## src/rtl/ale_pkg.sv

```systemverilog
// Package with the types and constants of the list engine.
package ale_pkg;

    localparam int CAPACITY = 64;
    localparam int ADDR_W   = 6;
    localparam int CNT_W    = 7;
    localparam int DATA_W   = 32;

    typedef enum logic [1:0] {
        OP_APPEND = 2'd0,
        OP_DELETE = 2'd1,
        OP_UPDATE = 2'd2,
        OP_DUMP   = 2'd3
    } t_op;

    typedef enum logic [1:0] {
        ST_OK     = 2'd0,
        ST_FULL   = 2'd1,
        ST_EMPTY  = 2'd2,
        ST_BADIDX = 2'd3
    } t_status;

    typedef enum logic [2:0] {
        S_IDLE,
        S_SHIFT,
        S_DUMP_RD,
        S_DUMP_DATA,
        S_EMIT
    } t_state;

endpackage

```

## src/rtl/ale_ram.sv

```systemverilog
// Generic single-write, single-read RAM with a registered read port.
module ale_ram #(
    parameter int WIDTH = 32,
    parameter int DEPTH = 64
) (
    input  logic                     i_clk,
    input  logic                     i_we,
    input  logic [$clog2(DEPTH)-1:0] i_waddr,
    input  logic [WIDTH-1:0]         i_wdata,
    input  logic [$clog2(DEPTH)-1:0] i_raddr,
    output logic [WIDTH-1:0]         o_rdata
);

    logic [WIDTH-1:0] r_mem [DEPTH];
    logic [WIDTH-1:0] r_rdata;

    always_ff @(posedge i_clk) begin
        if (i_we) begin
            r_mem[i_waddr] <= i_wdata;
        end
        r_rdata <= r_mem[i_raddr];
    end

    assign o_rdata = r_rdata;

endmodule

```

## src/rtl/array_list_engine.sv

```systemverilog
// Top level of the list engine: sequencer, entry count and output register.
//
// Input channel: i_in_valid / o_in_ready carry one item (operation, index,
// value). Output channel: o_out_valid / i_out_ready carry result items.
// Append, update, delete and a rejected operation give one result, marked last.
// o_in_ready falls on acceptance and returns when the sequencer leaves its
// emit state, which needs a free output register. A delete that succeeds
// walks the single RAM port pair once per moved entry. A dump reads each
// entry through the same port pair in the dump-read, dump-data and emit
// states in turn, and gives count results, the final one marked last; a
// dump of an empty list gives one result with status empty.
// Reset clears the entry count, the sequencer state and the output valid
// flag; the RAM is not cleared, and only entries below the count are ever used.
// The output register holds a result until it is taken. While it is full
// and the receiver stalls, the sequencer waits in its emit state and takes
// no new item.
module array_list_engine
    import ale_pkg::*;
(
    input  logic                i_clk,
    input  logic                i_rst_n,
    input  logic                i_in_valid,
    output logic                o_in_ready,
    input  logic [1:0]          i_operation,
    input  logic [ADDR_W-1:0]   i_index,
    input  logic [DATA_W-1:0]   i_value,
    output logic                o_out_valid,
    input  logic                i_out_ready,
    output logic [1:0]          o_status,
    output logic [DATA_W-1:0]   o_entry_value,
    output logic [ADDR_W-1:0]   o_entry_position,
    output logic [CNT_W-1:0]    o_count_after,
    output logic                o_last
);

    t_state              r_state, n_state;
    logic [CNT_W-1:0]    r_count, n_count;
    logic [ADDR_W-1:0]   r_ptr, n_ptr;
    logic [ADDR_W-1:0]   r_left, n_left;
    t_status             r_res_status, n_res_status;
    logic [DATA_W-1:0]   r_res_value, n_res_value;
    logic [ADDR_W-1:0]   r_res_pos, n_res_pos;
    logic                r_res_last, n_res_last;
    logic                r_out_valid, n_out_valid;
    t_status             r_out_status, n_out_status;
    logic [DATA_W-1:0]   r_out_value, n_out_value;
    logic [ADDR_W-1:0]   r_out_pos, n_out_pos;
    logic [CNT_W-1:0]    r_out_count, n_out_count;
    logic                r_out_last, n_out_last;

    logic                ram_we;
    logic [ADDR_W-1:0]   ram_waddr;
    logic [DATA_W-1:0]   ram_wdata;
    logic [ADDR_W-1:0]   ram_raddr;
    logic [DATA_W-1:0]   ram_rdata;
    logic                in_acc;
    logic                idx_ok;
    t_op                 op;

    ale_ram #(
        .WIDTH (DATA_W),
        .DEPTH (CAPACITY)
    ) u_ram (
        .i_clk   (i_clk),
        .i_we    (ram_we),
        .i_waddr (ram_waddr),
        .i_wdata (ram_wdata),
        .i_raddr (ram_raddr),
        .o_rdata (ram_rdata)
    );

    assign o_in_ready = (r_state == S_IDLE);
    assign in_acc     = i_in_valid && o_in_ready;
    assign op         = t_op'(i_operation);
    assign idx_ok     = ({1'b0, i_index} < r_count);

    always_ff @(posedge i_clk) begin
        if (!i_rst_n) begin
            r_state     <= S_IDLE;
            r_count     <= '0;
            r_out_valid <= 1'b0;
        end else begin
            r_state     <= n_state;
            r_count     <= n_count;
            r_out_valid <= n_out_valid;
        end
    end

    always_ff @(posedge i_clk) begin
        r_ptr        <= n_ptr;
        r_left       <= n_left;
        r_res_status <= n_res_status;
        r_res_value  <= n_res_value;
        r_res_pos    <= n_res_pos;
        r_res_last   <= n_res_last;
        r_out_status <= n_out_status;
        r_out_value  <= n_out_value;
        r_out_pos    <= n_out_pos;
        r_out_count  <= n_out_count;
        r_out_last   <= n_out_last;
    end

    always_comb begin
        n_state      = r_state;
        n_count      = r_count;
        n_ptr        = r_ptr;
        n_left       = r_left;
        n_res_status = r_res_status;
        n_res_value  = r_res_value;
        n_res_pos    = r_res_pos;
        n_res_last   = r_res_last;
        n_out_valid  = r_out_valid && !i_out_ready;
        n_out_status = r_out_status;
        n_out_value  = r_out_value;
        n_out_pos    = r_out_pos;
        n_out_count  = r_out_count;
        n_out_last   = r_out_last;
        ram_we       = 1'b0;
        ram_waddr    = r_ptr;
        ram_wdata    = ram_rdata;
        ram_raddr    = r_ptr;

        unique case (r_state)
            S_IDLE: begin
                ram_raddr = ADDR_W'({1'b0, i_index} + CNT_W'(1));
                if (in_acc) begin
                    n_res_status = ST_OK;
                    n_res_value  = '0;
                    n_res_pos    = '0;
                    n_res_last   = 1'b1;
                    n_state      = S_EMIT;
                    unique case (op)
                        OP_APPEND: begin
                            if (r_count >= CNT_W'(CAPACITY)) begin
                                n_res_status = ST_FULL;
                            end else begin
                                ram_we    = 1'b1;
                                ram_waddr = r_count[ADDR_W-1:0];
                                ram_wdata = i_value;
                                n_count   = r_count + CNT_W'(1);
                            end
                        end
                        OP_DELETE: begin
                            if (r_count == '0) begin
                                n_res_status = ST_EMPTY;
                            end else if (!idx_ok) begin
                                n_res_status = ST_BADIDX;
                            end else begin
                                n_count = r_count - CNT_W'(1);
                                n_ptr   = i_index;
                                n_left  = ADDR_W'(r_count - CNT_W'(1) - {1'b0, i_index});
                                if (n_left != '0) begin
                                    n_state = S_SHIFT;
                                end
                            end
                        end
                        OP_UPDATE: begin
                            if (!idx_ok) begin
                                n_res_status = ST_BADIDX;
                            end else begin
                                ram_we    = 1'b1;
                                ram_waddr = i_index;
                                ram_wdata = i_value;
                            end
                        end
                        OP_DUMP: begin
                            if (r_count == '0) begin
                                n_res_status = ST_EMPTY;
                            end else begin
                                n_ptr   = '0;
                                n_state = S_DUMP_RD;
                            end
                        end
                        default: n_state = S_IDLE;
                    endcase
                end
            end
            S_SHIFT: begin
                ram_we    = 1'b1;
                ram_waddr = r_ptr;
                ram_wdata = ram_rdata;
                ram_raddr = r_ptr + ADDR_W'(2);
                n_ptr     = r_ptr + ADDR_W'(1);
                n_left    = r_left - ADDR_W'(1);
                if (r_left == ADDR_W'(1)) begin
                    n_state = S_EMIT;
                end
            end
            S_DUMP_RD: begin
                ram_raddr = r_ptr;
                n_state   = S_DUMP_DATA;
            end
            S_DUMP_DATA: begin
                n_res_status = ST_OK;
                n_res_value  = ram_rdata;
                n_res_pos    = r_ptr;
                n_res_last   = (({1'b0, r_ptr} + CNT_W'(1)) == r_count);
                n_state      = S_EMIT;
            end
            S_EMIT: begin
                if (!r_out_valid || i_out_ready) begin
                    n_out_valid  = 1'b1;
                    n_out_status = r_res_status;
                    n_out_value  = r_res_value;
                    n_out_pos    = r_res_pos;
                    n_out_count  = r_count;
                    n_out_last   = r_res_last;
                    if (r_res_last) begin
                        n_state = S_IDLE;
                    end else begin
                        n_ptr   = r_ptr + ADDR_W'(1);
                        n_state = S_DUMP_RD;
                    end
                end
            end
            default: n_state = S_IDLE;
        endcase
    end

    assign o_out_valid      = r_out_valid;
    assign o_status         = r_out_status;
    assign o_entry_value    = r_out_value;
    assign o_entry_position = r_out_pos;
    assign o_count_after    = r_out_count;
    assign o_last           = r_out_last;

endmodule

```

## config.mk

```make
export PLATFORM = sky130hd
export DESIGN_NAME = array_list_engine
export DESIGN_NICKNAME = d
export VERILOG_FILES = /design/src/rtl/ale_pkg.sv /design/src/rtl/ale_ram.sv /design/src/rtl/array_list_engine.sv
export SDC_FILE = /design/constraint.sdc
export NUM_CORES = 2
export LEC_CHECK = 0
export ABC_CLOCK_PERIOD_IN_PS = 7700
export BUFFER_PORTS_ARGS = -buffer_cell sky130_fd_sc_hd__buf_2
export CELL_PAD_IN_SITES_DETAIL_PLACEMENT = 1
export CELL_PAD_IN_SITES_GLOBAL_PLACEMENT = 1
export CORE_MARGIN = 3
export CORE_UTILIZATION = 58
export CTS_CLUSTER_DIAMETER = 200
export DETAILED_ROUTE_END_ITERATION = 16
export MAX_ROUTING_LAYER = met4
export PLACE_DENSITY_LB_ADDON = 0.15
export SETUP_SLACK_MARGIN = 0.5
export SYNTH_ARGS = -nofsm -noshare
export SYNTH_HDL_FRONTEND = slang
export SYNTH_SLANG_ARGS = --single-unit
```

## constraint.sdc

```tcl
create_clock -name i_clk -period 7.7 [get_ports i_clk]
set_input_delay 0.385 -clock i_clk [delete_from_list [all_inputs] [get_ports i_clk]]
set_output_delay 0.385 -clock i_clk [all_outputs]
set_load 0.1 [all_outputs]
```

# Word-level counts from Yosys, hierarchy flattened
# Memory sizes are Yosys's and may differ from the RTL's. A register that Yosys moved wholly into a read port is not among the register bits.
# Index checks and enable logic that the tools add are counted.
# totals
register_bits	112
ram_bits	2048
out_inout_bits	50
n_memories	1
# op_classes
add_sub_neg	8
magnitude_cmp	2
eq_ne	22
mux	59
reduce_logical	19
# memory_table
name	depth	word_bits	rd	rd_clocked_by_memory_dff	write_ports	line_no	text
u_ram.r_mem	64	32	1	1	1	ale_ram.sv:14	logic [WIDTH-1:0] r_mem [DEPTH];
# ops
op	n
two-way mux 32 bit	5
case mux 32 bit (2 select lines)	2
two-way mux 6 bit	14
case mux 6 bit (2 select lines)	5
two-way mux 3 bit	7
two-way mux 7 bit	3
case mux 6 bit (3 select lines)	1
case mux 3 bit (5 select lines)	1
!= test 2 bit, second input constant	7
case mux 7 bit (2 select lines)	1
adder 6 x 1 -> 6 bit, second input constant	2
two-way mux 2 bit	5
two-way mux 1 bit	9
case mux 2 bit (4 select lines)	1
adder 6 x 1 -> 7 bit, second input constant	1
adder 7 x 1 -> 7 bit, second input constant	1
equality test 7 bit	1
>= comparator 7 bit, second input constant	1
logical NOT 7 bit	1
less-than comparator 6 x 7 -> 1 bit	1
AND reduction 7 bit	1
subtractor 7 x 1 -> 7 bit, second input constant	1
adder 6 x 2 -> 6 bit, second input constant	1
equality test 3 x 2 -> 1 bit, second input constant	2
other kinds (25)	36

# Longest topological paths before layout
# depth
depth_word	9
depth_mapped	15
ltp_nobuf	12

# Modules after synthesis
# Synthesis repeated with hierarchy kept, for this count alone.
# hier_totals
hier_cells	3831
area_unflattened_um2	84578.6
# by_module_without_submodules
mod	instances	cells_each	area_each_um2
ale_ram	1	3323	78517.8
array_list_engine	1	508	6060.8

# Worst setup path before layout
# OpenSTA, ideal clock, no wires.
# synth_path
path_type	reg2reg
from	register r_count[2]
to	memory u_ram.r_mem[51][0], enable pin
setup_time_ns	0.421
arrival_time_ns	3.976
t_required_ns	7.279
setup_slack_ns	3.303
stages_incl_launch_ff	12
period_less_slack_ns	4.397
path_cell_list	dfxtp_1 -> clkbuf_1 -> inv_1 -> ha_1 -> o21a_1 -> o2111ai_1 -> a21oi_2 -> mux2i_1 -> o21ai_0 -> or3_1 -> buf_2 -> nor2_1
# synth_between
elab_chain_cells	7
word_cells_on_any_way	14
cone_classes	order compare: 2; mux: 12
# synth_rtl
element	line_no	text
from (decl)	array_list_engine.sv:37	logic [CNT_W-1:0] r_count, n_count;
from (signal assigned)	array_list_engine.sv:84	r_count <= n_count;
less-than comparator 6 x 7 -> 1 bit or >= comparator 7 bit (tied branches)	array_list_engine.sv:75, array_list_engine.sv:134	
two-way mux 1 bit, on equally long branches	array_list_engine.sv:158, array_list_engine.sv:134	
case mux 1 bit (2 select lines)	array_list_engine.sv:132	unique case (op)
two-way mux 1 bit	array_list_engine.sv:126	if (in_acc) begin
case mux 1 bit (2 select lines)	array_list_engine.sv:123	unique case (r_state)
two-way mux 1 bit	ale_ram.sv:18	if (i_we) begin
two-way mux 1 bit (not written as such)	ale_ram.sv:19	r_mem[i_waddr] <= i_wdata;
to (decl)	ale_ram.sv:14	
# Parallel ways exist; a longest one is shown, timed or not.

# Worst setup path in the final report
# layout_path
from	register r_count[4]
to	memory u_ram.r_mem[44][16], enable pin
# Same word-level chain as after synthesis.

==> metrics.txt <==
share of cells above drive strength 1=10.9%; Synth Warn #=0; Vias per Instance=6.80; Top Family by Delay on Critical Path=simple AND/OR/NAND/NOR gates; Pins Over Slew Limit=0; clock-pin slew on the worst setup and hold paths=60 ps; Inserted Clock Buffers=214; first-pass GRT wire length=395000 µm; vias in the first global route=54800; H-Tree Depth=4; placed instance area=88800 µm²; number of max-cap violations=0; total global-route track usage=37.4%; net count after synthesis=5862; drc violations=0; Synth Area in XOR/XNOR=0.264%; Yosys reg bits=2192; most common cell after layout, fill and taps aside=edfxtp_1; Mapped Cells=5798; CP peak stage delay=1230 ps; grt total ovfl=0; IO Count=94; status=completed; final WL=278000 µm; syn avg cell area=14.9 µm²; PwrDens=456 nW/µm²; Rel. slew slack=5.99%; die span in y=392 µm; main combinational cell family by area after synthesis=simple AND/OR/NAND/NOR gates; most frequent cells in the layout=2149 x edfxtp_1, 1325 x nand2_1, 446 x nand3_1, 379 x mux2i_1, 216 x clkbuf_16; Post-synth EDFFs=2149; Max clock buf depth=3; RePlAce Congestion=0.959; Std-Cell Rows=140; sequential cell area fraction in the yosys report=75.8%; insertion delay to the later sink of the worst-skew pair=850 ps; largest fanout on the critical path=34; P&R area growth vs syn=11.0%; Initial Utilization=58.8%; Synth Area in Simple Gates=10.3%; Tcrit/Tclk final=70.0%; Crit path buffers/inverters=3; Critical Path, Cell by Cell=inv_1 > ha_1 > a21o_1 > a21oi_1 > a21oi_2 > buf_4 > a21o_1 > buf_4 > a211oi_2 > nand3_2 > nor2_4; final hold slack=87.7 ps; asr flop ratio synth=0%; Setup TNS Final=0 ps; Worst R2R Setup Slack=2310 ps; Die ar.=153000 µm²; final count of negative-setup-slack endpoints=0; leakage=32.6 nW; Req. time, crit path=8130 ps; Worst-Margin Slew=1410 ps; Netlist cell types=69; worst IR drop on VDD=0.476 mV; Top FF cell, synth=edfxtp_1; chip width=392 µm; Slowest cell on crit path=nor2_4; multiplexer share of the synthesized area=5.62%; largest net degree at the start of global routing=143; vias=54000; DRT iter0 DRCs=7981; complex-gate fraction of the synthesized area=5.57%; Placeable Area=147000 µm²; CTS Sinks=2192; critical path startpoint category=flop; Tmin final=5390 ps; CP arrival=5830 ps; CTS tree=built; CP Class=reg -> reg; Crit. End Element=flop; adder-cell share of the synthesized area=0.299%; fmax=0.185 GHz; endpoints failing hold=0; DR pass1 iterations=6; RSZ-0062 raised after global routing=no; design area=95800 µm²; initial antenna violation count=22; post-CTS setup buffers=0; Detail Route Antenna Nets=0; port buffer count=93; synthesized cell area=86300 µm²; Final #Nets=5889; Worst Hold Class=in -> reg; buffer type at the clock tree root=clkbuf_16; Final Skew=42.2 ps; Avg WL per Cell=35.1 µm; DP Wirelength=164000 µm
through the flow:
| step | std cells | setup WS [ps] | power, mW | util (%) |
|---|---|---|---|---|
| global placement | 7520 | 2500 | 32.2 | 60.5 |
| floorplan | 5798 | 3300 | 25.1 | - |
| finish | 7935 | 2310 | 43.7 | 65.3 |
| global route | 7934 | 2160 | 44.7 | 65.3 |
| CTS | 7926 | 2400 | 43.1 | 65.3 |
| detailed placement | 7520 | 2420 | 32.7 | 60.5 |
routing by layer:
layer	vias up	wire [µm]	global-route usage (%)
li1	22200	-	-
met5	-	0	-
met1	27600	104000	49.4
met3	711	31800	9.07
met4	0	17400	19.5
met2	3444	125000	54.3
Yosys cell counts, drive strengths merged (2+ instances only):
master  number  share of area (%)
edfxtp    2149                 75
nand2     1327                5.8
nand3      454                2.6
mux2i      379                4.4
buf        214                1.3
a32oi      184                1.9
clkbuf     161               0.70
nor2        95               0.42
a21oi       81               0.48
a31oi       67               0.49
nand4       66               0.48
a221oi      61               0.62
and2        50               0.36
o21ai       49               0.28
a311oi      43               0.44
dfxtp       43                1.0
a211oi      42               0.37
and3        40               0.29
o22ai       39               0.28
mux2        32               0.42
a211o       31               0.31
mux4        31               0.81
inv         24               0.10
ha          19               0.28
xnor2       18               0.18
or3         10              0.072
nor2b        9              0.065
nor3         9              0.052
nor4         8              0.065
xor2         8              0.081
o21a         7              0.061
a21o         6              0.052
a22oi        6              0.052
nand2b       5              0.036
o31ai        5              0.065
a21boi       2              0.017
a221o        2              0.023
o211ai       2              0.033
o21bai       2              0.017
o221a        2              0.026
final cells by class:
class | count | area [µm²]
multi-input combinational | 3206 | 19700
tap | 1917 | 2400
antenna | 9 | 22.5
clock buffer | 265 | 5650
timing repair buffer | 186 | 1300
inverter | 25 | 95.1
clock inverter | 135 | 1240
sequential | 2192 | 65400
fill | 13000 | 51000
final timing paths:
path	startpoint	cells past startpoint	to
max reg2reg	r_count[4]	11	u_ram.r_mem[44][16]
min	i_index[2]	2	r_ptr[2]
max	r_count[4]	11	u_ram.r_mem[44][16]
min reg2reg	r_res_value[19]	0	o_entry_value[19]
cell families (layout without fill, tap and decap cells):
group / after synthesis / in the layout
buffers and inverters: 400 / 611
multiplexers: 442 / 442
AO/OA/AOI/OAI: 639 / 639
XOR/XNOR: 26 / 26
AND/OR/NAND/NOR: 2079 / 2079
flip-flops: 2192 / 2192
adder cells (fa/ha/maj): 20 / 20
other: 0 / 9
registers in the layout, indices dropped and copies added (netlist names):
signal            cells
o_entry_position      6
o_entry_value        32
r_state               3
u_ram.o_rdata        32
r_left                6
r_ptr                 6
o_count_after         7
u_ram.r_mem        2048
r_res_pos             6
o_last                1
r_res_value          32
r_count               7
r_res_status          2
r_res_last            1
o_status              2
o_out_valid           1
where the power goes:
| group | switching [mW] | total, mW | internal (mW) |
|---|---|---|---|
| clock | 4.58 | 10.4 | 5.82 |
| combinational | 13.8 | 17.6 | 3.75 |
| sequential | 0.326 | 15.7 | 15.4 |
repair_timing:
item                                   in CTS  in global routing
gates resized for setup                     0                  0
hold buffers                                6                  0
setup endpoints to repair                   0                  0
endpoints found under the hold margin       9                  0
Power figures use the tool's default switching activity.
